==> src/rtl/core/assert_macros.svh <==
// assertion helpers, clocked on clk and disabled while rst_n is low
`ifndef ASSERT_MACROS_SVH
`define ASSERT_MACROS_SVH

`define ASSERT_IMPL(lbl, ante, cons, msg) \
    lbl: assert property (@(posedge clk) disable iff (!rst_n) (ante) |-> (cons)) \
        else $error(msg);

`define ASSERT_NEXT(lbl, ante, cons, msg) \
    lbl: assert property (@(posedge clk) disable iff (!rst_n) (ante) |=> (cons)) \
        else $error(msg);

`endif

==> src/rtl/core/ecf_ram.sv <==
`timescale 1ns / 1ps

module ecf_ram #(
    parameter int WIDTH = 8,
    parameter int DEPTH = 16
) (
    input  logic                     clk,
    input  logic                     we,
    input  logic [$clog2(DEPTH)-1:0] waddr,
    input  logic [WIDTH-1:0]         wdata,
    input  logic [$clog2(DEPTH)-1:0] raddr,
    output logic [WIDTH-1:0]         rdata
);

    logic [WIDTH-1:0] mem_reg [DEPTH];
    logic [WIDTH-1:0] rdata_reg;

    always_ff @(posedge clk)
    begin
        if (we)
        begin
            mem_reg[waddr] <= wdata;
        end
        rdata_reg <= mem_reg[raddr];
    end

    assign rdata = rdata_reg;

endmodule
==> config.mk <==
export PLATFORM = sky130hd
export DESIGN_NAME = ecf_ram
export DESIGN_NICKNAME = d
export VERILOG_FILES = /design/src/rtl/core/assert_macros.svh /design/src/rtl/core/ecf_ram.sv
export SDC_FILE = /design/constraint.sdc
export NUM_CORES = 1
export LEC_CHECK = 0
export BUFFER_PORTS_ARGS = -buffer_cell sky130_fd_sc_hd__buf_2
export CORE_ASPECT_RATIO = 0.7
export CORE_MARGIN = 4
export CORE_UTILIZATION = 31
export CTS_CLUSTER_SIZE = 30
export DETAILED_ROUTE_END_ITERATION = 10
export PLACE_DENSITY = 0.43
export SLEW_MARGIN = 20
export SYNTH_ARGS = -nofsm -noshare
export SYNTH_HDL_FRONTEND = slang
export SYNTH_SLANG_ARGS = --single-unit
==> constraint.sdc <==
create_clock -name clk -period 3.11 [get_ports clk]
set_input_delay 0.1555 -clock clk [delete_from_list [all_inputs] [get_ports clk]]
set_output_delay 0.1555 -clock clk [all_outputs]
set_load 0.01 [all_outputs]
==> impl_results.md, run 1 <==
- Status: completed
- Met3 Usage GRT: 3.55%
- # DRC: 0
- GP Congestion: 0.698
- CP Max Fanout: 19
- Synth Warn #: 0
- Pwr/cell area: 715 mW/mm2
- First-pass GRT wire length: 16,600 um
- Setup bufs post-CTS: 0
- Final period util: 49.2%
- CTS tree: built
- Clock Skew: 6.09 ps
- Synthesized net count: 247
- Hold_ws: 139 ps
- Max-slew headroom: 34.3%
- Routed WL per cell: 21.6 um
- Hold/Removal Path Class: input pin to register
- DP HPWL: 7210 um
- Total power: 4440 uW
- Port-buffer cells: 25
- Top_reg_cell synth: edfxtp_1
- Slew @ Worst Pin: 982 ps
- CTS root buffer: clkbuf_16
- Synth Instances: 229
- MaxCap Viol Count: 0
- Fin crit period: 1530 ps
- Hold-fix buffers, CTS: 0
- Synthesized area per cell: 22.5 um2
- Row cnt: 39
- DR iter-0 viols: 130
- Required @ worst endpoint: 3400 ps
- Clk_lat worst skew: 410 ps
- Final hold vios: 0
- Grt peak-use layer: met2
- Setup violators final: 0
- Final instance area: 0.00622 mm2
- CTS buffer count: 17
- Cell with the most instances after synthesis: edfxtp_1
- H-tree Lvls: 4
- Final #Nets: 292
- Largest net degree at the start of global routing: 33
- Vias: 2,384
- CP Capture Type: register
- Post-Route WL: 11,100 um
- Yosys top cell area share: 74.7%
- Fmax: 653 MHz
- Seq/Total Area, Yosys: 77.8%
- Max clock buf depth: 2
- Most common library cells after synthesis: edfxtp_1, mux4_2, a22oi_1
- Unrepaired setup endpoints after global routing: false
- Max rail drop VDD: 0.000316 V
- Post-Layout Cell Count: 512
- Total global routing overflow: 0
- Antenna cells: 0
- CTS sink count: 136
- Die H: 116 um
- Mapped Area: 0.00515 mm2
- Area Growth Syn to Fin: 20.8%
- Synth Register Bits: 136
- Post-synth EDFFs: 128
- Max reg flops: 128
- Met2 Resource Use GR: 18.7%
- Horiz. Die Dim: 162 um
- Core area: 0.0163 mm2
- Worst Setup Start Kind: input pin
- Die ar.: 0.0188 mm2
- Number of distinct library cells after synthesis: 19
- Leak Pwr: 0.00207 uW
- Total track usage: 12.6%
- Initial Utilization: 31.6%
- Setup TNS: 0 ps
- Largest cells by area after synthesis: edfxtp_1, mux4_2, mux4_1
- Via/cell ratio: 4.66
- Initial antenna violation count: 0
- Worst path arrival time: 1820 ps
- Post-DP Area: 0.00556 mm2
- Synth area leader: edfxtp_1
- Crit path kind: input pin to register
- Met1 GRT Util: 18.1%
- Final slew viol count: 0
- First-pass detailed-route iteration total: 6
- PostCTS Resize Cnt: 0
- Num ports: 26
- Clock slew seen by the registers of the worst setup and hold paths: 60 ps
- ANT nets after route: 0
- Vias in the first global route: 2,503
- Ys async rst share: 0%
- Share of cells above drive strength 1: 30.3%
- # placed instances: 480
[report_power, final]
| part | internal [uW] | total, uW | switching, uW |
|---|---|---|---|
| Sequential | 2050 | 2060 | 11.1 |
| Combinational | 78.2 | 195 | 117 |
| Clock | 1460 | 2190 | 730 |
[routing by layer]
layer	vias to the layer above	part of all wire (%)
met4	0	1.2
met3	12	3.2
met5	-	0
li1	1063	-
met1	1260	51
met2	49	45
[area by class of cell]
class	instances	area, um2
fill	1501	10100
sequential	136	4000
multi-input combinational	83	1060
clock buffer	19	453
tap	225	282
timing repair buffer	36	220
clock inverter	13	200
[final timing paths]
path	cells after the start	endpoint	slack, ps	startpoint
setup / recovery	5	rdata[0]$_DFF_P_	1580	raddr[0]
hold / removal	1	mem_reg[6][6]$_DFFE_PP_	140	wdata[6]
setup reg to reg	3	rdata[1]$_DFF_P_	1750	mem_reg[1][1]$_DFFE_PP_
hold reg to reg	3	rdata[2]$_DFF_P_	680	mem_reg[8][2]$_DFFE_PP_
[worst max-delay path, stage by stage]
cell     delay [ps]
buf_2           410
buf_12          270
mux4_1          610
a22oi_1         280
nand2_1          80
[through the flow]
| step | utilization, % | setup slack [ps] |
|---|---|---|
| after detailed placement | 34.1 | 1090 |
| after global routing | 38.1 | 1460 |
| after CTS | 38.1 | 1520 |
| after floorplan | - | 1460 |
| final | 38.1 | 1580 |
| after global placement | 34.1 | 1100 |
[kinds of logic after synthesis]
kind of cell,Yosys count,synth area share (%)
flip-flops,136,77.8
AND/OR/NAND/NOR,35,3.18
multiplexers,32,15.0
AO/OA/AOI/OAI,16,2.33
buffers and inverters,10,1.68
[cells in the final DEF (no fill, tap or decap), drive strengths merged]
cell	netlist	layout
edfxtp	128	128
and2b	1	1
nand3b	2	2
nor2b	1	1
clkinv	0	4
dfxtp	8	8
bufinv	0	5
nand3	1	1
clkinvlp	0	4
nand2b	2	2
nor3	4	4
a22oi	16	16
and2	1	1
nand2	9	9
or3b	1	1
clkbuf	0	19
buf	7	36
mux4	32	32
nor2	13	13
(Power assumes the default switching activity.)
==> inputs of run 2 (changes only) <==
- ABC_AREA: default -> 1
- PLACE_DENSITY: 0.43 -> 0.44
- clock period: 3.11 -> 1.35 ns (I/O delays scaled with it)
==> impl_results.md, run 2 <==
- DR iter-0 viols: 379 (+190%)
- DP HPWL: 8840 um (+23%)
- Final instance area: 0.00687 mm2 (+10%)
- MaxCap Viol Count: 0 (unchanged)
- Worst Setup Start Kind: register
- Core area: 0.0182 mm2 (+11%)
- Power share of the clock group: 47.5% (-1.7 points)
- Vias: 3,848 (+61%)
- Clk_lat worst skew: 410 ps (about the same)
- Clock Skew: 13.2 ps (+7.14 ps)
- Setup TNS: 0 ps (unchanged)
- CTS root buffer: clkbuf_16
- Total track usage: 14.2% (+1.6 points)
- Hold-fix buffers, CTS: 0 (unchanged)
- Switching Power: 2210 uW (+160%)
- First-pass detailed-route iteration total: 4 (-2)
- Via/cell ratio: 4.56 (-2.1%)
- Cell with the most instances after synthesis: nand2_1
- CP Max Fanout: 1 (-18)
- Most common library cells after synthesis: nand2_1, edfxtp_1, inv_1
- # DRC: 0 (unchanged)
- Clock slew seen by the registers of the worst setup and hold paths: 60 ps (about the same)
- Slew @ Worst Pin: 407 ps (-575 ps)
- Leak Pwr: 0.00295 uW (+43%)
- Num ports: 26 (unchanged)
- Max clock buf depth: 2 (unchanged)
- Largest net degree at the start of global routing: 64 (+94%)
- Row cnt: 41 (+5.1%)
- Unrepaired setup endpoints after global routing: false
- CP Capture Type: register
- Hold_ws: 22.4 ps (-117 ps)
- Fmax: 917 MHz
- RR Startpoint: mem_reg[7][3]$_DFFE_PP_
- Final slew viol count: 0 (unchanged)
- Worst R2R Path Depth: 6 (+3)
- Synthesized net count: 569 (+130%)
- Ys async rst share: 0% (unchanged)
- Required @ worst endpoint: 1640 ps (-1760 ps)
- Area Growth Syn to Fin: 19.1%
- Max rail drop VDD: 0.000650 V (+110%)
- Pwr/cell area: 1490 mW/mm2 (+110%)
- CTS tree: built
- Mapped Area: 0.00577 mm2 (+12%)
- CP Cell Sequence: inv_1 > nand2_1 > nand3_1 > nand3_1 > nand3_1 > nand2_1
- Initial Utilization: 31.8% (+0.17 points)
- Top_reg_cell synth: edfxtp_1
- Hold/Removal Path Class: input pin to register
- ANT nets after route: 0 (unchanged)
- Seq/Total Area, Yosys: 69.4% (-8.4 points)
- Total power: 10,200 uW (+130%)
- Status: completed
- Worst Setup SP: mem_reg[7][3]$_DFFE_PP_
- Leading cell type in the layout, fill and taps excluded: nand2_1
- Seq. cell area: 0.00400 mm2 (unchanged)
- Horiz. Die Dim: 171 um (+5.6%)
- Synth Register Bits: 136 (unchanged)
- GP Congestion: 0.769 (+10%)
- Max-slew headroom: 72.9% (+39 points)
- CTS buffer count: 17 (unchanged)
- Final period util: 80.8%
- Yosys top cell area share: 66.7% (-8.0 points)
- Int Power: 8000 uW (+120%)
- Synth Warn #: 0 (unchanged)
- Setup bufs post-CTS: 0 (unchanged)
- First-pass GRT wire length: 21,600 um (+30%)
- Final hold vios: 0 (unchanged)
- CTS sink count: 136 (unchanged)
- Worst path most repeated cell: nand3_1
- Comb pwr share: 6.0% (+1.6 points)
- Setup violators final: 0 (unchanged)
- Share of cells above drive strength 1: 13.2% (-17 points)
- Place WS: 91.6 ps (-998 ps)
- Sw Share: 21.6% (+2.3 points)
- Initial antenna violation count: 0 (unchanged)
- H-tree Lvls: 4 (unchanged)
- Fin crit period: 1090 ps
- Post-Route WL: 14,300 um (+29%)
- Slowest cell delay on critical path: 360 ps (-250 ps)
- Port-buffer cells: 25 (unchanged)
- Synth Instances: 551 (+140%)
- Die ar.: 0.0209 mm2 (+11%)
- Antenna cells: 0 (unchanged)
- PostCTS Resize Cnt: 0 (unchanged)
- Sequential power share: 46.5% (about the same)
- Die H: 122 um (+5.4%)
- Hold path cells: 3 (+2)
- Routed WL per cell: 16.9 um (-22%)
- Synthesized area per cell: 10.5 um2 (-53%)
- Setup WS post-layout: 259 ps (-1320 ps)
- Crit path kind: register to register
- Critical-path top delay cell: edfxtp_1
- Worst path arrival time: 1380 ps (-440 ps)
- Max reg flops: 128 (unchanged)
- Most frequent cells in the layout: nand2_1, edfxtp_1, inv_1
- Footprint of the multi-input gates: 0.00121 mm2 (+15%)
- Post-DP Area: 0.00625 mm2 (+12%)
- Vias in the first global route: 3,703 (+48%)
- Final #Nets: 613 (+110%)
- Synth area leader: edfxtp_1
- Fill count: 1,814 (+21%)
- Total global routing overflow: 0 (unchanged)
- Critical hold path startpoint: raddr[3]
- Number of distinct library cells after synthesis: 12 (-7)
- Post-synth EDFFs: 128 (unchanged)
- Largest cells by area after synthesis: edfxtp_1, nand2_1, nand3_1
-- run 2: changes by cell type in the layout (fill, tap and decap cells not counted), sizes merged, moves of 2 or more --
cell,before,now
nand2b,2,0
nand3,1,97
buf,36,49
mux4,32,0
inv,0,102
nand2,9,173
a22oi,16,0
nor2,13,17
nor3,4,0
-- run 2: routing by layer --
metal	wire length (um)	GRT usage [%]	vias to the layer above
li1	-	-	1860
met1	7170	20.1	1912
met2	6620	22.4	70
met3	451	2.98	6
met4	42	3.61	0
met5	0	0	-
-- run 2: cell type report --
class                   instances  share of cell area (%)
well taps                     236                    4.30
repair buffers                 49                    5.17
clock inverters                12                    2.61
flip-flops and latches        136                    58.3
clock buffers                  20                    6.36
inverters                     102                    5.58
multi-input cells             289                    17.7
-- run 2: power groups by stage --
stage	clock network, uW	registers [uW]	logic (uW)
after CTS	4940	4750	628
final	4850	4750	617
after global placement	0	4830	620
after detailed placement	0	4840	624
after floorplan	0	4840	333
after global routing	5150	4750	689
-- run 2: path summary, 6_finish.rpt --
check                      to  slack [ps]
max          rdata[3]$_DFF_P_         260
min          rdata[3]$_DFF_P_          20
max reg2reg  rdata[3]$_DFF_P_         260
min reg2reg  rdata[4]$_DFF_P_         680
-- run 2: kinds of logic (layout without fill, tap and decap cells) --
family,after synthesis,count (layout),synth area share (%)
simple gates,289,289,21.0
flops,136,136,69.4
buf+inv,126,183,9.52
-- run 2: worst max-delay path: cells and delay by family, from the launching register on --
family / cells / cell delay (ps)
flip-flops: 1 / 360
AND/OR/NAND/NOR: 5 / 530
buffers and inverters: 1 / 70
-- run 2: metrics by stage --
stage                     cells  utilization, %
after global placement      812            34.4
after floorplan             551               -
after global routing        844            37.8
after detailed placement    812            34.4
after CTS                   844            37.8
final                       844            37.8
==> inputs of run 3 (changes only) <==
- clock period: 1.35 -> 1 ns (I/O delays scaled with it)
==> impl_results.md, run 3 (same netlist as run 2, synthesis figures left out) <==
- Die H: 122 um (unchanged)
- Crit path kind: register to register
- Final period util: 98.9% (+18 points)
- Setup violators final: 0 (unchanged)
- Vias in the first global route: 3,907 (+5.5%)
- Hold/Removal Path Class: input pin to register
- DP HPWL: 9080 um (+2.6%)
- Initial Utilization: 31.8% (unchanged)
- First-pass detailed-route iteration total: 4 (unchanged)
- Most frequent cells in the layout: nand2_1, edfxtp_1, inv_1
- Final #Nets: 620 (+1.1%)
- Num ports: 26 (unchanged)
- CP Capture Type: register
- ANT nets after route: 0 (unchanged)
- Area Growth Syn to Fin: 24.1%
- DR iter-0 viols: 262 (-31%)
- Max-slew headroom: 66.0% (-6.9 points)
- Total global routing overflow: 0 (unchanged)
- Row cnt: 41 (unchanged)
- CTS tree: built
- Max clock buf depth: 2 (unchanged)
- Horiz. Die Dim: 171 um (unchanged)
- CP Max Fanout: 1 (unchanged)
- Hold_ws: 56.6 ps (+34.2 ps)
- Post-DP Area: 0.00630 mm2 (+0.80%)
- GP Congestion: 0.778 (+1.2%)
- Routed WL per cell: 16.6 um (-1.7%)
- Fin crit period: 989 ps (-102 ps)
- Leak Pwr: 0.00306 uW (+3.9%)
- Total track usage: 14.4% (+0.19 points)
- Pwr/cell area: 1960 mW/mm2 (+32%)
- Leading cell type in the layout, fill and taps excluded: nand2_1
- Vias: 3,761 (-2.3%)
- CTS sink count: 136 (unchanged)
- Max rail drop VDD: 0.000837 V (+29%)
- CTS buffer count: 17 (unchanged)
- Post-Route WL: 14,200 um (-0.91%)
- # DRC: 0 (unchanged)
- Antenna cells: 0 (unchanged)
- H-tree Lvls: 4 (unchanged)
- Worst Setup Start Kind: register
- Place WS: -197 ps (-288 ps)
- Core area: 0.0182 mm2 (unchanged)
- Setup WS post-layout: 11.1 ps (-248 ps)
- Unrepaired setup endpoints after global routing: true
- Final instance area: 0.00716 mm2 (+4.2%)
- Final hold vios: 0 (unchanged)
- Via/cell ratio: 4.42 (-3.1%)
- Worst path arrival time: 1290 ps (-90 ps)
- Total power: 14,000 uW (+37%)
- Final slew viol count: 0 (unchanged)
- Fill count: 1,784 (-1.7%)
- Fmax: 1010 MHz (+10%)
- Clock slew seen by the registers of the worst setup and hold paths: 60 ps (about the same)
- Initial antenna violation count: 0 (unchanged)
- Die ar.: 0.0209 mm2 (unchanged)
- CTS root buffer: clkbuf_16
- Port-buffer cells: 25 (unchanged)
- Setup bufs post-CTS: 0 (unchanged)
- Slew @ Worst Pin: 509 ps (+102 ps)
- MaxCap Viol Count: 0 (unchanged)
- Required @ worst endpoint: 1300 ps (-340 ps)
- Largest net degree at the start of global routing: 65 (+1.6%)
- Clock Skew: 9.74 ps (-3.50 ps)
- First-pass GRT wire length: 22,300 um (+3.3%)
- Clk_lat worst skew: 410 ps (about the same)
- Max reg flops: 128 (unchanged)
- Share of cells above drive strength 1: 20.7% (+7.5 points)
- Status: completed
## run 3: cell count changes in the layout (fill, tap and decap cells not counted), sizes merged
cell	before	now
buf	49	54
clkinv	5	3
clkbuf	20	19
inv	102	105
dlygate4sd3	0	2
## run 3: worst max-delay path: stages, from the launching register on
cell and delay, ps:
edfxtp_1 370, inv_1 60, nand2_1 60, nand3_2 90, nand3_2 110, nand3_4 130, nand2_2 60
## run 3: path summary, 6_finish.rpt
| path | start | end | slack (ps) | depth (start not counted) |
|---|---|---|---|---|
| worst min-delay path | wdata[1] | mem_reg[5][1]$_DFFE_PP_ | 60 | 1 |
| worst max register to register | mem_reg[5][4]$_DFFE_PP_ | rdata[4]$_DFF_P_ | 10 | 6 |
| worst max-delay path | mem_reg[5][4]$_DFFE_PP_ | rdata[4]$_DFF_P_ | 10 | 6 |
| worst min register to register | mem_reg[10][6]$_DFFE_PP_ | rdata[6]$_DFF_P_ | 660 | 6 |
## run 3: layout make-up
type | instances | area, um2 | area share, %
well taps | 236 | 295 | 4.13
inverters | 102 | 383 | 5.35
clock buffers | 19 | 433 | 6.05
clock inverters | 13 | 195 | 2.73
repair buffers | 56 | 425 | 5.94
flip-flops and latches | 136 | 4000 | 55.9
multi-input cells | 289 | 1420 | 19.9
## run 3: what timing repair did
action | 4_1_cts | 5_1_grt
pin swaps | 4 | 29
gates cloned | 0 | 0
hold buffers | 2 | 0
hold endpoints to repair | 2 | 0
resized for setup | 9 | 35
setup endpoints to repair | 5 | 8
## run 3: power breakdown
group          total, uW  switching (uW)  internal (uW)
Clock               6670            2460           4210
Sequential          6410            36.1           6370
Combinational        929             623            306
## run 3: metal layers
layer  part of all wire [%]  track usage (%)  vias up
met3                    4.8             2.56        8
met1                     47             20.3     1809
met2                     47             22.9       72
met5                      0                0        -
li1                       -                -     1872
met4                   0.76             4.06        0
## run 3: through the flow
stage / setup TNS (ps) / util, % / cells
2_1_floorplan: -54.0 / - / 551
3_3_place_gp: -3910 / 34.7 / 817
3_5_place_dp: -4730 / 34.7 / 817
4_1_cts: 0 / 38.5 / 851
5_1_grt: -204 / 39.4 / 851
6_report: 0 / 39.4 / 851
